## src/hw/rtl/ideau_pkg.sv

```systemverilog
package ideau_pkg;

    localparam int ROUND_COUNT = 8;
    localparam int KEY_COUNT   = 6 * ROUND_COUNT + 4;
    localparam int KEY_IDX_W   = $clog2(KEY_COUNT);
    localparam int RND_W       = $clog2(ROUND_COUNT + 1);
    localparam int LAST_SRC    = 6 * ROUND_COUNT;

    localparam logic [1:0] CFG_KEY_FIRST  = 2'd0;
    localparam logic [1:0] CFG_KEY_SECOND = 2'd1;
    localparam logic [1:0] CFG_MODE       = 2'd2;

    typedef logic [15:0] word_t;

    typedef struct packed {
        word_t w0;
        word_t w1;
        word_t w2;
        word_t w3;
    } blk_t;

    typedef enum logic [1:0] {
        KS_IDLE,
        KS_FETCH,
        KS_INV
    } ks_state_t;

    typedef enum logic [1:0] {
        KOP_PLAIN,
        KOP_NEG,
        KOP_INV
    } key_op_t;

    // Multiplication modulo 65537 with the word 0 standing for 65536.
    // Since 65536 is -1 modulo 65537, the product reduces as low half minus high half.
    function automatic word_t mulmod(word_t x, word_t y);
        logic [16:0] a;
        logic [16:0] b;
        logic [33:0] p;
        logic [17:0] d;
        a = (x == 16'h0000) ? 17'h10000 : {1'b0, x};
        b = (y == 16'h0000) ? 17'h10000 : {1'b0, y};
        p = a * b;
        d = {2'b00, p[15:0]} - {1'b0, p[32:16]};
        if ({1'b0, p[15:0]} < p[32:16])
        begin
            d = d + 18'h10001;
        end
        return d[15:0];
    endfunction

endpackage

```

## src/hw/rtl/ideau_round_cell.sv

```systemverilog
module ideau_round_cell (
    input  logic              clk,
    input  logic              rst_n,
    input  logic [95:0]       keys,
    input  logic              up_valid,
    output logic              up_ready,
    input  ideau_pkg::blk_t   up_blk,
    output logic              dn_valid,
    input  logic              dn_ready,
    output ideau_pkg::blk_t   dn_blk
);

    ideau_pkg::word_t z0, z1, z2, z3, z4, z5;

    logic             a_v_reg, b_v_reg, c_v_reg;
    logic             a_en, b_en, c_en;
    ideau_pkg::blk_t  a_reg, b_reg, c_reg;
    ideau_pkg::blk_t  a_next, b_next, c_next;
    ideau_pkg::word_t m_reg, m_next;
    ideau_pkg::word_t n;
    ideau_pkg::word_t s;

    assign z0 = keys[15:0];
    assign z1 = keys[31:16];
    assign z2 = keys[47:32];
    assign z3 = keys[63:48];
    assign z4 = keys[79:64];
    assign z5 = keys[95:80];

    // Each stage moves when it is empty or the stage after it moves.
    assign c_en     = !c_v_reg || dn_ready;
    assign b_en     = !b_v_reg || c_en;
    assign a_en     = !a_v_reg || b_en;
    assign up_ready = a_en;

    always_comb
    begin
        a_next.w0 = ideau_pkg::mulmod(up_blk.w0, z0);
        a_next.w1 = up_blk.w1 + z1;
        a_next.w2 = up_blk.w2 + z2;
        a_next.w3 = ideau_pkg::mulmod(up_blk.w3, z3);

        b_next    = a_reg;
        m_next    = ideau_pkg::mulmod(z4, a_reg.w0 ^ a_reg.w2);

        n         = ideau_pkg::mulmod(z5, m_reg + (b_reg.w1 ^ b_reg.w3));
        s         = m_reg + n;
        c_next.w0 = b_reg.w0 ^ n;
        c_next.w1 = b_reg.w2 ^ n;
        c_next.w2 = s ^ b_reg.w1;
        c_next.w3 = b_reg.w3 ^ s;
    end

    always_ff @(posedge clk or negedge rst_n)
    begin
        if (!rst_n)
        begin
            a_v_reg <= 1'b0;
            b_v_reg <= 1'b0;
            c_v_reg <= 1'b0;
        end
        else
        begin
            if (a_en)
            begin
                a_v_reg <= up_valid;
            end
            if (b_en)
            begin
                b_v_reg <= a_v_reg;
            end
            if (c_en)
            begin
                c_v_reg <= b_v_reg;
            end
        end
    end

    always_ff @(posedge clk)
    begin
        if (a_en)
        begin
            a_reg <= a_next;
        end
        if (b_en)
        begin
            b_reg <= b_next;
            m_reg <= m_next;
        end
        if (c_en)
        begin
            c_reg <= c_next;
        end
    end

    assign dn_valid = c_v_reg;
    assign dn_blk   = c_reg;

endmodule

```

## config.mk

```make
export PLATFORM = sky130hd
export DESIGN_NAME = ideau_round_cell
export DESIGN_NICKNAME = d
export VERILOG_FILES = /design/src/hw/rtl/ideau_pkg.sv /design/src/hw/rtl/ideau_round_cell.sv
export SDC_FILE = /design/constraint.sdc
export NUM_CORES = 2
export LEC_CHECK = 0
export ABC_AREA = 1
export BUFFER_PORTS_ARGS = -buffer_cell sky130_fd_sc_hd__buf_2
export CORE_MARGIN = 2
export CORE_UTILIZATION = 55
export CTS_BUF_LIST = sky130_fd_sc_hd__clkbuf_2 sky130_fd_sc_hd__clkbuf_4 sky130_fd_sc_hd__clkbuf_8
export DETAILED_ROUTE_END_ITERATION = 12
export MAX_ROUTING_LAYER = met4
export PLACE_DENSITY = 0.72
export REMOVE_ABC_BUFFERS = 1
export SYNTH_ARGS = -nofsm -noshare
export SYNTH_HDL_FRONTEND = slang
export SYNTH_SLANG_ARGS = --single-unit
```

## constraint.sdc

```tcl
create_clock -name clk -period 33.4 [get_ports clk]
set_clock_uncertainty 0.1 [all_clocks]
set_input_delay 1.67 -clock clk [delete_from_list [all_inputs] [get_ports clk]]
set_output_delay 1.67 -clock clk [all_outputs]
set_load 0.02 [all_outputs]
```

# Word-level counts from Yosys, hierarchy flattened
# Index checks and enable logic that the tools add are counted.
# word_totals
ff_bits,211
latchBits,0
mem_bits_rw,0
romBits,0
in_bits,164
mem_count,0
# op_classes
addsub,12
multipliers,4
div_mod_pow,0
order_cmp,4
n_eq_ne,0
shift,0
mux,12
n_bitwise,6
reduce_logical,14
# op_table
operator,count
$mux 17,8
$mul 17x17->33,4
$logic_not 16->1,8
$xor 16x16->16,6
$lt 16x17->1,4
$add 16x1->16 const B,4
$add 16x16->16,4
$mux 16,4
$sub 16x16->16,4
$logic_not 1->1,3
$logic_or 1x1->1,3

# Longest topological paths before layout
# depth
depth_word,10
depth_mapped,68

# Worst setup path before layout
# No wires, ideal clock.
# synth_timing
path_type,input-to-reg
startpoint,input keys[83]
endpoint,"register c_reg (netlist bit dn_blk[12]), data pin"
arrival_time_ns,10.540
required_ns,33.039
setup_slack_ns,22.498
stages,51
n_path_buf,2
path_cell_list,buf_2 -> clkinv_1 -> nand4_1 -> nor2_1 -> nand2_2 -> clkinv_1 -> nand2_1 -> fa_1 -> fa_1 -> inv_1 -> fa_1 -> fa_1 -> fa_1 -> inv_1 -> fa_1 -> inv_1 -> ha_1 -> nand2_1 -> [... 15 more ...] -> nand2_1 -> nand2_8 -> buf_12 -> xor2_2 -> inv_2 -> ha_1 -> inv_1 -> fa_1 -> inv_1 -> a31oi_1 -> o21bai_1 -> a21o_1 -> a21o_1 -> a21oi_1 -> nor2_1 -> nor2_1 -> xor2_1 -> xnor2_1
# synth_rtl
element,line,source
start: declaration,ideau_round_cell.sv:4,"input logic [95:0] keys,"
end signal: assignment,ideau_round_cell.sv:92,c_reg <= c_next;
end: declaration,ideau_round_cell.sv:17,"ideau_pkg::blk_t a_reg, b_reg, c_reg;"

==> impl_metrics.yaml <==
status:
  status: "finished, final reports clean"
placement:
  dpl.hpwl_um: 118500
  numPortBuffers: 229
  gp_congestion: 0.9894
worst_setup_path:
  cp_top_family: "adder cells"
  startpoint_type: "register"
  rr_startpoint: "b_reg[32]"
  critPathLaunch: "b_reg[32]"
  critPathBufInv: 10
  worstPathArrival_ns: 12.70
  crit_required_ns: 33.63
  cp_common_cell: "nand2_1"
  worstSetupPathType: "register to register"
  crit_path_max_incr_delay_ns: 0.49
  path_max_fanout: 15
  crit_slowest_cell: "fa_1"
  cp-end-kind: "register"
clock_network:
  hold_buffers: 0
  numCtsBuffers: 35
  cts_resized: 0
  cts_max_path_buffers: 3
  cts_root_buffer: "clkbuf_8"
  postCtsSetupRepairBufs: 0
  path_clk_slew_ns: 0.06
  cts.sinks: 211
  cts_max_level: 2
  cts_tree: "done"
  clk_latency_ns: 0.60
synth:
  synthCells: 6414
  yosysWarnings: 0
  synth_seq_area_share_pct: 12.08
  synth_edf_count: 208
  yosysUniqueCellTypes: 57
  synthFlopType: "edfxtp_1"
  synthTopCellsByArea: "fa_1 34%, ha_1 13%, edfxtp_1 12%, inv_1 12%, nand2_1 11%"
  synthArstFlopShare_pct: 1.422
  synth_top_area_cell: "fa_1"
  ys_ff_latch: 211
  syn_area_um2: 52330
  syn_avg_cell_area_um2: 8.159
  yosysTopAreaCellShare_pct: 34.43
route:
  routedWlPerCell_um: 18.47
  drc: 0
  dr.first_iter.drc_count: 2997
  vias: 41340
  ant_nets: 0
  wirelength_um: 143700
  firstDrtPassIters: 6
  vias_per_cell: 5.314
grt:
  grt_max_degree: 81
  grt_pass1_vias: 43770
  grt_pass1_wl_um: 232000
  antenna_found_initial: 5
  overflow: 0
  grt_usage_pct: 31.22
finish:
  finalNetCount: 8098
  mostFrequentLayoutCell: "inv_1"
  syn2layout_area_growth_pct: 5.234
  drive_above_1_share_pct: 5.713
  n_fill_cell: 8779
  seqCellArea_um2: 6321
  layout_common_cells: "1,603 x inv_1, 1,475 x nand2_1, 900 x fa_1"
  multiInputGateArea_um2: 39160
floorplanning:
  ios: 230
  fp.dieH_um: 312.5
  dieArea_um2: 97630
  rows: 113
  start_util_pct: 55.33
  die_x_um: 312.5
  fp.coreArea_um2: 94590
worst_hold_path:
  hp-start: "a_reg[38]"
  hold_class: "register to register"
timing:
  timing.final.crit_share_pct: 37.32
  max_slew_margin_pct: 28.41
  setup_viol: 0
  fmax_mhz: 80.23
  hold_viol: 0
  tightest_slew_ns: 1.066
  fin_tns_setup_ns: 0
  finalMaxSlewViolations: 0
  rsz0062_at_grt: "false"
  period_minus_slack_ns: 12.46
job:
  maxCapViolations: 0
==> metrics by stage <==
stage / cells / setup slack [ns] / utilization (%) / cell area [um^2] / hold WS [ns]
2_1_floorplan: 6209 / 22.62 / - / 51520 / 0.3003
3_3_place_gp: 7714 / 21.28 / 57.47 / 54360 / 0.3017
3_5_place_dp: 7714 / 21.11 / 57.47 / 54360 / 0.3045
4_1_cts: 7776 / 21.06 / 58.22 / 55070 / 0.3187
5_1_grt: 7778 / 20.02 / 58.22 / 55070 / 0.3244
6_report: 7778 / 20.94 / 58.22 / 55070 / 0.3181
==> worst paths after layout <==
| path | to | slack (ns) | cells after the start |
|---|---|---|---|
| max in group asynchronous | a_v_reg | 32.32 | 1 |
| min reg2reg | b_reg[38] | 0.32 | 0 |
| max reg2reg | dn_blk[15] | 20.94 | 63 |
| max | dn_blk[15] | 20.94 | 63 |
| min in group asynchronous | dn_valid | 0.78 | 1 |
| min | b_reg[38] | 0.32 | 0 |
==> kinds of logic after synthesis <==
group | Yosys count | synth area share (%)
compound gates | 423 | 4.667
xor+xnor | 344 | 5.786
fa+ha+maj | 1448 | 47.53
buf+inv | 1822 | 13.15
flops | 211 | 12.08
simple gates | 2166 | 16.79
==> area by class of cell <==
class | instances | share of cell area, %
clock inverter | 18 | 0.2704
inverter | 1617 | 11.02
timing repair buffer | 240 | 2.231
multi-input combinational | 4381 | 71.11
clock buffer | 44 | 1.009
sequential | 211 | 11.48
antenna | 2 | 0.009088
tap | 1265 | 2.874
==> Yosys cell counts, types with 8 or more instances <==
library cell,instances
xnor2_1,127
a21oi_1,223
a21o_1,20
o21bai_1,20
nand2_1,1477
nand2_2,17
or2_2,13
nand3_1,128
o21ai_2,8
fa_1,900
inv_1,1604
xor2_1,215
ha_1,548
nor4_1,22
buf_1,18
nand4_1,53
nor3_1,38
nand3b_1,13
nor2_1,375
edfxtp_1,208
o21ai_0,87
a31oi_1,19
clkbuf_1,176
==> worst reg2reg max path: cells and delay by family, from the launching register on <==
family / cells / cell delay (ns)
buffers and inverters: 10 / 1.21
AND/OR/NAND/NOR: 27 / 3.14
AO/OA/AOI/OAI: 10 / 1.68
flip-flops: 1 / 0.41
adder cells (fa/ha/maj): 11 / 4.57
XOR/XNOR: 5 / 1.12
==> layer usage <==
layer,track usage [%],routed length (um)
met1,39.36,57930
met2,50.76,68040
met3,4.924,11400
met4,11.93,6296
met5,-,0
Power is not shown: default switching activity piles up to over one toggle a cycle in this logic, so the estimate is an artifact.
