==> config.mk <==
export PLATFORM = sky130hd
export DESIGN_NAME = ideau_out_cell
export DESIGN_NICKNAME = d
export VERILOG_FILES = /design/src/hw/rtl/ideau_pkg.sv /design/src/hw/rtl/ideau_out_cell.sv
export SDC_FILE = /design/constraint.sdc
export NUM_CORES = 1
export LEC_CHECK = 0
export ABC_AREA = 1
export BUFFER_PORTS_ARGS = -buffer_cell sky130_fd_sc_hd__clkbuf_2
export CORE_ASPECT_RATIO = 1.4
export CORE_MARGIN = 1.5
export CORE_UTILIZATION = 55
export CTS_CLUSTER_SIZE = 16
export DETAILED_ROUTE_END_ITERATION = 10
export PLACE_DENSITY = 0.77
export SYNTH_ARGS = -nofsm -noshare
export SYNTH_HDL_FRONTEND = slang
export SYNTH_SLANG_ARGS = --single-unit
==> constraint.sdc <==
create_clock -name clk -period 2.15 [get_ports clk]
set_input_delay 0.215 -clock clk [delete_from_list [all_inputs] [get_ports clk]]
set_output_delay 0.215 -clock clk [all_outputs]
set_load 0.02 [all_outputs]
==> src/hw/rtl/ideau_pkg.sv <==
package ideau_pkg;

    localparam int ROUND_COUNT = 8;
    localparam int KEY_COUNT   = 6 * ROUND_COUNT + 4;
    localparam int KEY_IDX_W   = $clog2(KEY_COUNT);
    localparam int RND_W       = $clog2(ROUND_COUNT + 1);
    localparam int LAST_SRC    = 6 * ROUND_COUNT;

    localparam logic [1:0] CFG_KEY_FIRST  = 2'd0;
    localparam logic [1:0] CFG_KEY_SECOND = 2'd1;
    localparam logic [1:0] CFG_MODE       = 2'd2;

    typedef logic [15:0] word_t;

    typedef struct packed {
        word_t w0;
        word_t w1;
        word_t w2;
        word_t w3;
    } blk_t;

    typedef enum logic [1:0] {
        KS_IDLE,
        KS_FETCH,
        KS_INV
    } ks_state_t;

    typedef enum logic [1:0] {
        KOP_PLAIN,
        KOP_NEG,
        KOP_INV
    } key_op_t;

    // Multiplication modulo 65537 with the word 0 standing for 65536.
    // Since 65536 is -1 modulo 65537, the product reduces as low half minus high half.
    function automatic word_t mulmod(word_t x, word_t y);
        logic [16:0] a;
        logic [16:0] b;
        logic [33:0] p;
        logic [17:0] d;
        a = (x == 16'h0000) ? 17'h10000 : {1'b0, x};
        b = (y == 16'h0000) ? 17'h10000 : {1'b0, y};
        p = a * b;
        d = {2'b00, p[15:0]} - {1'b0, p[32:16]};
        if ({1'b0, p[15:0]} < p[32:16])
        begin
            d = d + 18'h10001;
        end
        return d[15:0];
    endfunction

endpackage

==> src/hw/rtl/ideau_out_cell.sv <==
module ideau_out_cell (
    input  logic              clk,
    input  logic              rst_n,
    input  logic [63:0]       keys,
    input  logic              up_valid,
    output logic              up_ready,
    input  ideau_pkg::blk_t   up_blk,
    output logic              dn_valid,
    input  logic              dn_ready,
    output ideau_pkg::blk_t   dn_blk
);

    logic             v_reg;
    logic             en;
    ideau_pkg::blk_t  o_reg, o_next;

    assign en       = !v_reg || dn_ready;
    assign up_ready = en;

    // The middle words swap back, undoing the swap of the last round.
    always_comb
    begin
        o_next.w0 = ideau_pkg::mulmod(up_blk.w0, keys[15:0]);
        o_next.w1 = up_blk.w2 + keys[31:16];
        o_next.w2 = up_blk.w1 + keys[47:32];
        o_next.w3 = ideau_pkg::mulmod(up_blk.w3, keys[63:48]);
    end

    always_ff @(posedge clk or negedge rst_n)
    begin
        if (!rst_n)
        begin
            v_reg <= 1'b0;
        end
        else if (en)
        begin
            v_reg <= up_valid;
        end
    end

    always_ff @(posedge clk)
    begin
        if (en)
        begin
            o_reg <= o_next;
        end
    end

    assign dn_valid = v_reg;
    assign dn_blk   = o_reg;

endmodule

### After elaboration in Yosys (flattened, before gate mapping)

Cells that the tools add are included.
W data, S select, Z words.

* flip-flop bits (word level): 65
* latch bits: 0
* bits in writable memories: 0
* memory bits (read-only): 0
* input port bits: 132
* output and inout bits: 66
* memories kept: 0

* add/sub/neg operators: 6
* multiply operators: 2
* div/mod/pow operators: 0
* order comparisons: 2
* equal/unequal tests: 0
* shifts and indexed selects: 0
* mux-type cells: 6
* bitwise logic cells: 0
* reductions and logical operators: 6

Operators with widths (number)
* $mux W17: 4
* $mul A17 B17 Y33: 2
* $logic_not A16 Y1: 4
* $lt A16 B17 Y1: 2
* $add A16 B1 Y16 const B: 2
* $add A16 B16 Y16: 2
* $mux W16: 2
* $sub A16 B16 Y16: 2
* $logic_not A1 Y1: 1
* $logic_or A1 B1 Y1: 1

### Longest topological paths before layout

* depth in word-level cells: 6
* mapped depth: 46
* gate-level depth less buffers: 44

### Worst setup path before layout

OpenSTA, ideal clock, no wires.

* kind: input-to-reg
* from: input port up_blk[10] (netlist bit)
* to: register o_reg (netlist bit dn_blk[3]) (data pin)
* library setup time: 0.267 ns
* arrival: 6.733 ns
* required time: 1.883 ns
* slack: -4.850 ns
* stages: 36
* cell sequence: buf_2 clkbuf_1 nand2_1 fa_1 fa_1 inv_1 fa_1 inv_1 fa_1 inv_1 fa_1 inv_1 fa_1 inv_1 ha_1 nand2_1 nor2_1 nand3_1 nand2_1 a21oi_1 o21ai_0 nand2_1 nand3b_1 nand2_1 ha_1 nand2_1 nor2_1 and2_0 nand2_2 nand2_2 nand2_2 a31oi_4 nand3_4 buf_6 nand2_1 o21ai_2

RTL lines
* start, declared: line ideau_out_cell.sv:7 `input ideau_pkg::blk_t up_blk,`
* end signal, assigned: line ideau_out_cell.sv:45 `o_reg <= o_next;`
* end, declared: line ideau_out_cell.sv:15 `ideau_pkg::blk_t o_reg, o_next;`

==> results.py <==
metrics = {
    "status": {
        "result_of_the_run": "complete, but fails checks",
        "violations": "negative setup slack",
    },
    "layout": {
        "syn2layout_area_growth_pct": 30.6,
        "num-fill-cells": 3365,
        "post_route_cells_drive_above_1_share_pct": 29.0,
        "antenna-diode-count": 0,
        "design.final.nets": 5056,
    },
    "clocking": {
        "htree_levels": 3,
        "root_buffer_selected_by_cts": "sky130_fd_sc_hd__clkbuf_16",
        "cts-root-to-sink-buffers": 2,
        "clk_latency_ns": 0.33,
        "cts_made_buffers": 9,
        "cts_tree": "yes",
        "cts_num_sinks": 65,
        "cts.clk_slew.worst_paths_ns": 0.06,
    },
    "detailed_routing": {
        "avgViaCountPerCell": 5.28,
        "route.vias.total": 25454,
        "drtIter0Drc": 1583,
        "detail-route-antenna-nets": 0,
        "detail_route.wirelength_um": 80300,
        "drc": 0,
        "routedWlPerCell_um": 16.6,
        "detail_route.first_pass.iterations": 8,
    },
    "floorplanning": {
        "coreArea_mm2": 0.0472,
        "die_width_um": 188,
        "dieHeight_um": 262,
        "area_of_the_die_mm2": 0.0493,
        "initial_standard_cell_utilization_of_the_core_pct": 55.9,
        "row_count": 94,
        "io_pins": 198,
    },
    "setup_path": {
        "path_delay_family": "adder cells",
        "crit_path_start_kind": "input pin",
        "reg2reg_setup_slack_ns": 0.79,
        "worst_ep_arrival_time_ns": 7.04,
        "crit_path_top_delay_cell": "sky130_fd_sc_hd__fa_2",
        "worst_setup_path_end_kind": "flip-flop",
        "ws_path_type": "input pin to flip-flop",
        "timing.critical_path.fanout_max": 8,
        "critical_path.n_buffers_inverters": 9,
        "worst_ep_required_time_ns": 2.22,
        "timing.critical_path.mode_cell": "sky130_fd_sc_hd__nand2_2",
        "worst_path_largest_cell_delay_ns": 0.56,
    },
    "sta": {
        "final-hold-violation-count": 0,
        "clock_skew_after_layout_ns": 0.0128,
        "clock.fmax_mhz": 143,
        "finalCritPeriodShare_pct": 324,
        "drv_slew": 0,
        "rsz0062_at_grt": "yes",
        "worst-slew-pin-transition_ns": 0.475,
        "final.min_clock_period_ns": 6.98,
        "fin_setup_tns_ns": -150.80,
        "maxSlewHeadroom_pct": 68.3,
        "setup_violators_final": 32,
        "final_critical_path_setup_slack_ns": -4.83,
    },
    "synth": {
        "postSynthNetCount": 4412,
        "synth_largest_type_area_fraction_pct": 34.1,
        "synth_seq_cells": 65,
        "synthesis.area_mm2": 0.0264,
        "dominantRegCellSynth": "sky130_fd_sc_hd__edfxtp_1",
        "asyncSetResetFlopFracSynth_pct": 1.54,
        "synth-seq-area-share_pct": 7.38,
        "synthesis.yosys.warnings": 0,
        "post-synth-top-count-cell": "sky130_fd_sc_hd__inv_1",
        "synth_enable_flop_cells": 64,
        "avgSynthCellArea_um2": 7.43,
        "yosysTopAreaCell": "sky130_fd_sc_hd__fa_1",
        "synth.lib_cells_used.distinct": 51,
        "syn_inst": 3552,
        "synth_top_cells_by_count": "sky130_fd_sc_hd__inv_1 (973), sky130_fd_sc_hd__nand2_1 (971), sky130_fd_sc_hd__fa_1 (450)",
        "yosys-top-cells-area": "sky130_fd_sc_hd__fa_1 (34%), sky130_fd_sc_hd__inv_1 (14%), sky130_fd_sc_hd__nand2_1 (14%), sky130_fd_sc_hd__ha_1 (13%), sky130_fd_sc_hd__edfxtp_1 (7.3%)",
    },
    "grt": {
        "first_global_vias": 26732,
        "gr-total-overflow": 0,
        "groute.usage.overall_pct": 31.5,
        "grt_start_max_net_pins": 32,
        "initial_antenna_violation_count": 0,
        "global_route.peak_usage_layer": "met2",
        "globalRouteMet2Util_pct": 61.1,
        "first_pass_grt_wire_length_um": 124000,
        "grt_use_met3_pct": 3.87,
        "gr-usage-met1_pct": 30.8,
    },
    "worst_hold_path": {
        "kind_of_path_behind_the_tightest_hold_check": "input pin to flip-flop",
    },
    "place": {
        "place.port_buffers": 197,
        "final_gp_congestion": 0.963,
        "dp_hpwl_um": 62600,
    },
    "run": {
        "number_of_max_cap_violations": 0,
    },
}
==> registers in the layout, summed over array words and instances, names as in the netlist <==
name / flops
dn_blk: 64
dn_valid: 1
==> metrics by stage <==
step                util, %  area, µm²  setup slack (ns)  hold WS (ns)  cells
detailed placement     67.0      31600             -5.29      -0.00876   4724
global route           73.1      34500             -5.26        0.0736   4825
global placement       67.0      31600             -5.23      -0.00949   4724
finish                 73.1      34500             -4.83        0.0694   4825
floorplan                 -      27200             -4.49       -0.0806   3552
CTS                    70.6      33300             -4.61        0.0596   4797
==> tightest hold or removal path: stages <==
cell                       delay (ns)
sky130_fd_sc_hd__clkbuf_2        0.08
sky130_fd_sc_hd__inv_1           0.03
sky130_fd_sc_hd__nand2_1         0.05
==> path summary, 6_finish.rpt <==
check	startpoint	to	depth (start not counted)
setup / recovery	up_blk[51]	dn_blk[61]$_DFFE_PP_	37
hold / removal	up_valid	dn_valid$_DFFE_PN0P_	3
setup reg to reg	dn_valid$_DFFE_PN0P_	dn_blk[42]$_DFFE_PP_	2
hold reg to reg	dn_valid$_DFFE_PN0P_	dn_valid$_DFFE_PN0P_	2
max in group asynchronous	rst_n	dn_valid$_DFFE_PN0P_	2
min in group asynchronous	rst_n	dn_valid$_DFFE_PN0P_	2
==> cell families after synthesis <==
kind of cell	Yosys count	synth area share, %
adder cells (fa/ha/maj)	728	47.3
AO/OA/AOI/OAI	201	4.40
flip-flops	65	7.38
XOR/XNOR	93	3.09
buffers and inverters	1115	16.6
AND/OR/NAND/NOR	1350	21.2
==> area by class of cell <==
cell class / instances / area [µm²] / share of cell area [%]
tap: 624 / 781 / 2.27
sequential: 65 / 1950 / 5.65
inverter: 980 / 3710 / 10.8
clock buffer: 11 / 243 / 0.704
timing repair buffer: 768 / 5850 / 17.0
clock inverter: 5 / 85.1 / 0.247
multi-input combinational: 2372 / 21800 / 63.4
==> cells in the final DEF (no fill, tap or decap), types with 37 or more instances in the layout <==
cell                       synthesis  layout
sky130_fd_sc_hd__a21oi_1         103      71
sky130_fd_sc_hd__buf_4             5     534
sky130_fd_sc_hd__clkbuf_2          0     169
sky130_fd_sc_hd__edfxtp_1         64      64
sky130_fd_sc_hd__fa_1            450     436
sky130_fd_sc_hd__ha_1            278     239
sky130_fd_sc_hd__inv_1           973     923
sky130_fd_sc_hd__inv_2             6      48
sky130_fd_sc_hd__nand2_1         971     857
sky130_fd_sc_hd__nand2_2          18     108
sky130_fd_sc_hd__nand3_1         105      78
sky130_fd_sc_hd__nor2_1          160     108
sky130_fd_sc_hd__nor2_2           11      37
sky130_fd_sc_hd__xor2_1           56      48
==> layer usage <==
layer	part of all wire [%]	wire length [µm]
met1	32	25500
met2	54	43300
met3	5.3	4290
met4	9.0	7190
met5	0	0
==> what timing repair did <==
action,4_1_cts,5_1_grt
cloned,5,1
pin swaps,84,90
endpoints found under the hold margin,1,0
gates resized for setup,222,270
endpoints found under the setup margin,32,32
hold buffers,1,0
setup buffers,53,29
Power is left out: the tool's default activity adds up to more than one toggle a clock period on the data nets, which glitch-free logic cannot reach.
