[config.mk]
export PLATFORM = sky130hd
export DESIGN_NAME = ideau_key_sched
export DESIGN_NICKNAME = d
export VERILOG_FILES = /design/src/hw/rtl/ideau_pkg.sv /design/src/hw/rtl/ideau_key_sched.sv
export SDC_FILE = /design/constraint.sdc
export NUM_CORES = 2
export LEC_CHECK = 0
export BUFFER_PORTS_ARGS = -buffer_cell sky130_fd_sc_hd__buf_4
export CAP_MARGIN = 15
export CORE_AREA = 2 2 353 355
export CTS_BUF_LIST = sky130_fd_sc_hd__clkbuf_4 sky130_fd_sc_hd__clkbuf_8 sky130_fd_sc_hd__clkbuf_16
export CTS_CLUSTER_SIZE = 40
export DETAILED_ROUTE_END_ITERATION = 8
export DIE_AREA = 0 0 355 357
export PLACE_DENSITY_LB_ADDON = 0.25
export SLEW_MARGIN = 5
export SYNTH_ARGS = -nofsm -noshare
export SYNTH_HDL_FRONTEND = slang
export SYNTH_SLANG_ARGS = --single-unit
[constraint.sdc]
create_clock -name clk -period 24.9 [get_ports clk]
set_clock_uncertainty 0.2 [all_clocks]
set_input_delay 1.245 -clock clk [delete_from_list [all_inputs] [get_ports clk]]
set_output_delay 1.245 -clock clk [all_outputs]
set_load 0.01 [all_outputs]
[src/hw/rtl/ideau_pkg.sv]
package ideau_pkg;

    localparam int ROUND_COUNT = 8;
    localparam int KEY_COUNT   = 6 * ROUND_COUNT + 4;
    localparam int KEY_IDX_W   = $clog2(KEY_COUNT);
    localparam int RND_W       = $clog2(ROUND_COUNT + 1);
    localparam int LAST_SRC    = 6 * ROUND_COUNT;

    localparam logic [1:0] CFG_KEY_FIRST  = 2'd0;
    localparam logic [1:0] CFG_KEY_SECOND = 2'd1;
    localparam logic [1:0] CFG_MODE       = 2'd2;

    typedef logic [15:0] word_t;

    typedef struct packed {
        word_t w0;
        word_t w1;
        word_t w2;
        word_t w3;
    } blk_t;

    typedef enum logic [1:0] {
        KS_IDLE,
        KS_FETCH,
        KS_INV
    } ks_state_t;

    typedef enum logic [1:0] {
        KOP_PLAIN,
        KOP_NEG,
        KOP_INV
    } key_op_t;

    // Multiplication modulo 65537 with the word 0 standing for 65536.
    // Since 65536 is -1 modulo 65537, the product reduces as low half minus high half.
    function automatic word_t mulmod(word_t x, word_t y);
        logic [16:0] a;
        logic [16:0] b;
        logic [33:0] p;
        logic [17:0] d;
        a = (x == 16'h0000) ? 17'h10000 : {1'b0, x};
        b = (y == 16'h0000) ? 17'h10000 : {1'b0, y};
        p = a * b;
        d = {2'b00, p[15:0]} - {1'b0, p[32:16]};
        if ({1'b0, p[15:0]} < p[32:16])
        begin
            d = d + 18'h10001;
        end
        return d[15:0];
    endfunction

endpackage

[src/hw/rtl/ideau_key_sched.sv]
module ideau_key_sched (
    input  logic                                 clk,
    input  logic                                 rst_n,
    input  logic                                 cfg_we,
    input  logic [1:0]                           cfg_index,
    input  logic [63:0]                          cfg_data,
    output logic                                 busy,
    output logic [ideau_pkg::KEY_COUNT*16-1:0]   keys
);

    localparam int KC = ideau_pkg::KEY_COUNT;
    localparam int IW = ideau_pkg::KEY_IDX_W;
    localparam int RW = ideau_pkg::RND_W;

    ideau_pkg::ks_state_t state_reg, state_next;

    logic [63:0]          key_hi_reg;
    logic [63:0]          key_lo_reg;
    logic                 mode_reg;
    logic [IW-1:0]        idx_reg, idx_next;
    logic [RW-1:0]        rnd_reg, rnd_next;
    logic [2:0]           pos_reg, pos_next;
    logic [3:0]           cnt_reg, cnt_next;
    ideau_pkg::word_t     acc_reg, acc_next;
    ideau_pkg::word_t     sq_reg, sq_next;
    ideau_pkg::word_t     tab_reg [KC];

    logic                 cfg_hit;
    logic                 last_key;
    logic                 tab_we;
    logic                 step;
    ideau_pkg::word_t     tab_wdata;
    logic [IW-1:0]        src;
    ideau_pkg::key_op_t   op;
    logic [IW-1:0]        six_r;
    logic [IW-1:0]        s_base;
    logic [IW-1:0]        t_base;
    logic                 edge_rnd;
    logic [255:0]         key_dbl;
    logic [7:0]           rot;
    logic [6:0]           off;
    logic [7:0]           sel;
    ideau_pkg::word_t     enc_word;

    assign cfg_hit  = cfg_we && (cfg_index == ideau_pkg::CFG_KEY_FIRST
                      || cfg_index == ideau_pkg::CFG_KEY_SECOND
                      || cfg_index == ideau_pkg::CFG_MODE);
    assign last_key = (idx_reg == IW'(KC - 1));
    assign busy     = (state_reg != ideau_pkg::KS_IDLE);

    // Source word and operation for the table entry in progress.
    always_comb
    begin
        six_r    = IW'({rnd_reg, 2'b00}) + IW'({rnd_reg, 1'b0});
        s_base   = IW'(ideau_pkg::LAST_SRC) - six_r;
        t_base   = IW'(ideau_pkg::LAST_SRC - 6) - six_r;
        edge_rnd = (rnd_reg == '0) || (rnd_reg == RW'(ideau_pkg::ROUND_COUNT));
        src      = idx_reg;
        op       = ideau_pkg::KOP_PLAIN;
        if (mode_reg)
        begin
            case (pos_reg)
                3'd0:
                begin
                    src = s_base;
                    op  = ideau_pkg::KOP_INV;
                end
                3'd1:
                begin
                    src = s_base + (edge_rnd ? IW'(1) : IW'(2));
                    op  = ideau_pkg::KOP_NEG;
                end
                3'd2:
                begin
                    src = s_base + (edge_rnd ? IW'(2) : IW'(1));
                    op  = ideau_pkg::KOP_NEG;
                end
                3'd3:
                begin
                    src = s_base + IW'(3);
                    op  = ideau_pkg::KOP_INV;
                end
                3'd4:
                begin
                    src = t_base + IW'(4);
                end
                3'd5:
                begin
                    src = t_base + IW'(5);
                end
                default:
                begin
                    src = idx_reg;
                end
            endcase
        end
    end

    // Word src of the expanded key: the key rotated left 25 bits per group of eight.
    always_comb
    begin
        key_dbl  = {key_hi_reg, key_lo_reg, key_hi_reg, key_lo_reg};
        rot      = {2'b00, src[5:3], 3'b000} + {1'b0, src[5:3], 4'b0000}
                   + {5'b00000, src[5:3]};
        off      = rot[6:0] + {src[2:0], 4'b0000};
        sel      = 8'd240 - {1'b0, off};
        enc_word = key_dbl[sel +: 16];
    end

    always_comb
    begin
        state_next = state_reg;
        case (state_reg)
            ideau_pkg::KS_IDLE:
            begin
                if (cfg_hit)
                begin
                    state_next = ideau_pkg::KS_FETCH;
                end
            end
            ideau_pkg::KS_FETCH:
            begin
                if (cfg_hit)
                begin
                    state_next = ideau_pkg::KS_FETCH;
                end
                else if (op == ideau_pkg::KOP_INV)
                begin
                    state_next = ideau_pkg::KS_INV;
                end
                else if (last_key)
                begin
                    state_next = ideau_pkg::KS_IDLE;
                end
            end
            ideau_pkg::KS_INV:
            begin
                if (cfg_hit)
                begin
                    state_next = ideau_pkg::KS_FETCH;
                end
                else if (cnt_reg == 4'hF)
                begin
                    state_next = last_key ? ideau_pkg::KS_IDLE : ideau_pkg::KS_FETCH;
                end
            end
            default:
            begin
                state_next = ideau_pkg::KS_IDLE;
            end
        endcase
    end

    always_comb
    begin
        tab_we    = 1'b0;
        step      = 1'b0;
        tab_wdata = enc_word;
        acc_next  = ideau_pkg::mulmod(acc_reg, sq_reg);
        sq_next   = ideau_pkg::mulmod(sq_reg, sq_reg);
        cnt_next  = cnt_reg + 4'd1;
        case (state_reg)
            ideau_pkg::KS_FETCH:
            begin
                acc_next = 16'h0001;
                sq_next  = enc_word;
                cnt_next = 4'd0;
                if (op != ideau_pkg::KOP_INV)
                begin
                    tab_we    = 1'b1;
                    step      = 1'b1;
                    tab_wdata = (op == ideau_pkg::KOP_NEG) ? (16'h0000 - enc_word) : enc_word;
                end
            end
            ideau_pkg::KS_INV:
            begin
                if (cnt_reg == 4'hF)
                begin
                    tab_we    = 1'b1;
                    step      = 1'b1;
                    tab_wdata = acc_next;
                end
            end
            default:
            begin
                cnt_next = 4'd0;
            end
        endcase
        if (cfg_hit)
        begin
            tab_we = 1'b0;
            step   = 1'b0;
        end
    end

    always_comb
    begin
        idx_next = idx_reg;
        rnd_next = rnd_reg;
        pos_next = pos_reg;
        if (cfg_hit)
        begin
            idx_next = '0;
            rnd_next = '0;
            pos_next = 3'd0;
        end
        else if (step)
        begin
            idx_next = idx_reg + IW'(1);
            if (pos_reg == 3'd5)
            begin
                pos_next = 3'd0;
                rnd_next = rnd_reg + RW'(1);
            end
            else
            begin
                pos_next = pos_reg + 3'd1;
            end
        end
    end

    always_ff @(posedge clk or negedge rst_n)
    begin
        if (!rst_n)
        begin
            state_reg  <= ideau_pkg::KS_IDLE;
            key_hi_reg <= '0;
            key_lo_reg <= '0;
            mode_reg   <= 1'b0;
            idx_reg    <= '0;
            rnd_reg    <= '0;
            pos_reg    <= 3'd0;
            cnt_reg    <= 4'd0;
            for (int i = 0; i < KC; i++)
            begin
                tab_reg[i] <= 16'h0000;
            end
        end
        else
        begin
            state_reg <= state_next;
            idx_reg   <= idx_next;
            rnd_reg   <= rnd_next;
            pos_reg   <= pos_next;
            cnt_reg   <= cnt_next;
            if (cfg_we && cfg_index == ideau_pkg::CFG_KEY_FIRST)
            begin
                key_hi_reg <= cfg_data;
            end
            if (cfg_we && cfg_index == ideau_pkg::CFG_KEY_SECOND)
            begin
                key_lo_reg <= cfg_data;
            end
            if (cfg_we && cfg_index == ideau_pkg::CFG_MODE)
            begin
                mode_reg <= cfg_data[0];
            end
            if (tab_we)
            begin
                tab_reg[idx_reg] <= tab_wdata;
            end
        end
    end

    always_ff @(posedge clk)
    begin
        acc_reg <= acc_next;
        sq_reg  <= sq_next;
    end

    always_comb
    begin
        for (int i = 0; i < KC; i++)
        begin
            keys[16*i +: 16] = tab_reg[i];
        end
    end

endmodule

Word-level counts from Yosys, hierarchy flattened --
Index checks and enable logic that the tools add are counted. Widths: inputs -> output; s select.
Storage, ports and cells: logic and storage cells 169, input port bits 69, register bits after elaboration 1012, output and inout port bits 833
Operators by class: bitwise operators 1, multiply operators 2, reduce and logical (&&, ||, !) cells 21, order comparisons 4, shift-type cells 1, multiplexer cells 39, add/sub/neg operators 21, eq/ne operators 18
Operators with widths (count):
- $bwmux 832 | 1
- $shiftx 256x9->16 | 1
- $mux 16 | 7
- $demux 16 s6 | 1
- $mul 17x17->33 | 2
- $pmux 6 s6 | 1
- $lt 16x17->1 | 2
- $mux 17 | 2
- $add 16x1->16 const B | 2
- $logic_not 16->1 | 2
- $pmux 16 s2 | 1
- $sub 16x16->16 | 2
- $mux 2 | 9
- $mux 6 | 3
- $mux 4 | 4
- $sub 1x16->16 const A | 1
- $add 6x2->6 | 2
- $add 6x3->6 const B | 2
- $sub 6x6->6 const A | 2
- $mux 3 | 3
- $add 4x1->4 const B | 2
- $eq 4x4->1 const B | 2
- $sub 8x7->8 const A | 1
- $add 6x7->7 | 1
- other kinds (31) | 51

Depth between registers and ports, before layout --
depth after elaboration 16, depth in mapped cells 42, gate-level depth less buffers 39

Worst setup path after synthesis --
Ideal clock, no wire load.
path kind register -> register, start register acc_reg[15], end register tab_reg, in the netlist keys[156], arrival time 9472 ps, required time 24564 ps, stages on the path, launching flop included 38, setup slack 15092 ps, library setup time 136 ps, clock period less this slack 9808 ps, buffers on the path 5, cells stage by stage dfxtp_1 > clkbuf_1 > nor4_1 > and4_1 > clkbuf_1 > clkbuf_1 > nand2_1 > fa_1 > fa_1 > inv_1 > fa_1 > fa_1 > fa_1 > inv_1 > fa_1 > inv_1 > ha_1 > or2_2 > (+2 left out) > o21a_1 > o21a_1 > o41a_1 > a41o_1 > o41ai_1 > xor2_1 > ha_1 > or4_1 > o22ai_1 > nand4b_1 > nand4_1 > clkbuf_1 > nor4b_1 > xor2_1 > nor2_1 > a211oi_1 > clkbuf_1 > o21ai_0
On the way: word-level cells in the longest chain between the ends 9, elaborated cells between the ends (all ways) 10, those cells by class 2 x add/sub; 1 x mul; 1 x order compare; 5 x mux; 1 x reduce/logical
Ends and longest elaborated chain:
- start: declaration | line ideau_key_sched.sv:24 | ideau_pkg::word_t acc_reg, acc_next;
- start signal: assignment | line ideau_key_sched.sv:267 | acc_reg <= acc_next;
- $logic_not 16->1 | line ideau_pkg.sv:41 | a = (x == 16'h0000) ? 17'h10000 : {1'b0, x};
- $mux 17 * | line ideau_pkg.sv:41
- $mul 17x17->33 * | line ideau_pkg.sv:43 | p = a * b;
- $sub 16x16->16 | line ideau_pkg.sv:44 | d = {2'b00, p[15:0]} - {1'b0, p[32:16]};
- $add 16x1->16 | line ideau_pkg.sv:47 | d = d + 18'h10001;
- $mux 16 * | line ideau_pkg.sv:45 | if ({1'b0, p[15:0]} < p[32:16])
- $mux 16 * | line ideau_key_sched.sv:177 | if (cnt_reg == 4'hF)
- $pmux 16 s2 * | line ideau_key_sched.sv:162 | case (state_reg)
- $bwmux 832 * | line ideau_key_sched.sv:260 | tab_reg[idx_reg] <= tab_wdata;
- end signal: indexed assignment | line ideau_key_sched.sv:260
- end: declaration | line ideau_key_sched.sv:26 | ideau_pkg::word_t tab_reg [KC];
Mark *: on every way between the ends. The rest lies on a longest branch, timed or not. A chain may end at the register's enable or synchronous reset.

Final worst setup path --
start register acc_reg[13], end register tab_reg, in the netlist keys[791]
Same word-level chain as after synthesis.

==> impl_results.md <==
* Drc violations at 0
* CP startpoint kind: register
* HP Class: input pin to async pin
* Number of buffers created by CTS at 104
* Bufs and invs on worst path at 4
* ANT nets after route at 0
* Tightest Pin Transition at roughly 1100 ps
* HPWL Detailed at around 170,000 um
* Via/cell ratio at 5.91
* Final hold violations at 0
* Die Span Y at between 300 and 400 um
* DR vias at around 53,000
* Setup crit start: acc_reg[13]
* Ys flop type: dfrtp_1
* Share of post-route cells with drive strength above 1 at 23.4%
* Vias in the first global route at 52,420
* CP top delay family: simple AND/OR/NAND/NOR gates
* Slew Limit Headroom at roughly a quarter
* EDFF count, synth at 0
* Average wire per standard cell at approximately 26 um
* Slew Viols, Final at 0
* CP required at between 20,000 and 30,000 ps
* Final min period at around 12,000 ps
* CTS Sinks at between 1,000 and 1,500
* H-tree Lvls at 3
* Total grt overflow at 0
* # hold bufs at CTS at 0
* Die area at approximately 130,000 um2
* Worst path max stage delay at 700 ps
* Mean Syn Cell Area at a little over 10 um2
* Port bufs at about 900
* Worst-path clk slew at 60 ps
* Net total in the final layout at between 7,000 and 8,000
* Final setup fails at 0
* Pin count of the biggest net entering global routing at 176
* Root Buffer: clkbuf_16
* Cell area after layout at 77,000 um2
* Placement Cell Area at 73,300 um2
* Clock Path Buffers at 3
* Clock Latency Late Sink at 750 ps
* Syn Std Cell Area at 65,300 um2
* Gate Count Post-Synth at about 6,500
* Placer Congestion at 0.997
* Crit end category: register
* Setup Fix Bufs, Post-CTS at 0
* CTS tree: built
* First-pass GRT wire length at about 340,000 um
* Worst path slowest cell: or4b_2
* # fillers at a little over 10,000
* Initial DRC Count at roughly 5,400
* Drt first pass iters at 6
* Most used cell, CP: fa_1
* IO Count at ~900
* Most common cell after layout, fill and taps aside: buf_4
* Post-cts sizing count at 0
* Dominant cells by area after synthesis: dfrtp_1 (38%), fa_1 (13%), nand2_1 (5.1%), ha_1 (5.0%), mux4_2 (4.3%)
* Final WL at roughly 230,000 um
* Crit path arrival time at about 12,000 ps
* Worst hold slack at around 240 ps
* Largest register FFs at about 830
* Synth area leader: dfrtp_1
* CP Max Fanout at 45
* FF+latch count, synth at 1,012
* Antenna violations before repair at 9
* Post-synth cell types at roughly 110
* Synth top area share at a little under two fifths
* Status: completed
* Register area at 25,200 um2
* Core Box Area at about 120,000 um2
* Row cnt at ~130
* # Max-Cap Violations at 0
* RSZ-0062 raised after global routing: false
* Die W at 355 um
* FMAX at approximately 86 MHz
* FF-to-FF Start: acc_reg[13]
* Crit share post-route at about 47%
* Setup tns final at 0 ps
* Post-synthesis sequential area ratio at 38.5%
* Global Route Usage Sum at a little over a third
* Initial Utilization at 53.1%
* Placed insts at slightly below 9,000
* Multi-input gate area at between 30,000 and 40,000 um2
* Worst Setup Path Type: register to register
* Commonest cells after routing, fill and taps aside: buf_4 (1,018), dfrtp_1 (980), nand2_1 (882)
* Post-synth ARST share at 96.8%
* Synth warn at 0
* Final Non-Filler Cells at ~8,900
* Area growth syn-to-layout at 18.0%
[final timing paths]
path	to	slack, ps	depth (start not counted)
worst min register to register	cnt_reg[0]	260	1
worst max register to register	keys[791]	13210	34
max in group asynchronous	keys[731]	20240	5
worst max-delay path	keys[791]	13210	34
worst min-delay path	key_hi_reg[14]	240	1
min in group clk	cnt_reg[0]	260	1
[cell families after synthesis]
kind of cell	after synthesis	synth area share, %
compound gates	1243	11.6
buf+inv	1024	6.43
mux	502	10.9
flops	1012	38.5
xor+xnor	137	1.88
fa+ha+maj	680	17.9
other cells	2	0.0115
simple gates	1872	12.8
[per-layer routing]
metal / vias to the layer above / track usage, % / routed length, um
met4: 2 / 19.1 / 14100
li1: 23135 / - / -
met1: 26530 / 45.4 / 87700
met5: - / 0 / 13
met2: 2433 / 57.0 / 107000
met3: 535 / 7.14 / 18600
[layout make-up]
cell class | count | share of cell area, %
inverter | 590 | 2.88
clock buffer | 146 | 3.98
timing repair buffer | 1022 | 10.0
multi-input combinational | 4458 | 47.0
tap | 1637 | 2.66
sequential | 1012 | 32.7
clock inverter | 42 | 0.750
antenna | 1 | 0.00325
[stage by stage]
| step | setup slack, ps | utilization, % |
|---|---|---|
| 5_1_grt | 12530 | 62.6 |
| 6_report | 13210 | 62.6 |
| 4_1_cts | 13220 | 62.6 |
| 3_5_place_dp | 13220 | 59.6 |
| 2_1_floorplan | 15090 | - |
| 3_3_place_gp | 13320 | 59.6 |
[cells in the mapped netlist, drive strengths merged (25+ instances only)]
library cell and count:
nand3 67, o21ai 449, inv 590, xor2 57, fa 420, a211oi 46
and3 25, dfrtp 980, a31oi 71, a21oi 364, and2 163, buf 101
mux2 282, dfxtp 32, clkbuf 333, o211ai 34, o31ai 74, nor3 53
ha 260, mux4 124, nand4 27, nand2 883, nor2 504, mux2i 96
xnor2 80
Power is not shown: default switching activity piles up to over one toggle a cycle in this logic, so the estimate is an artifact.
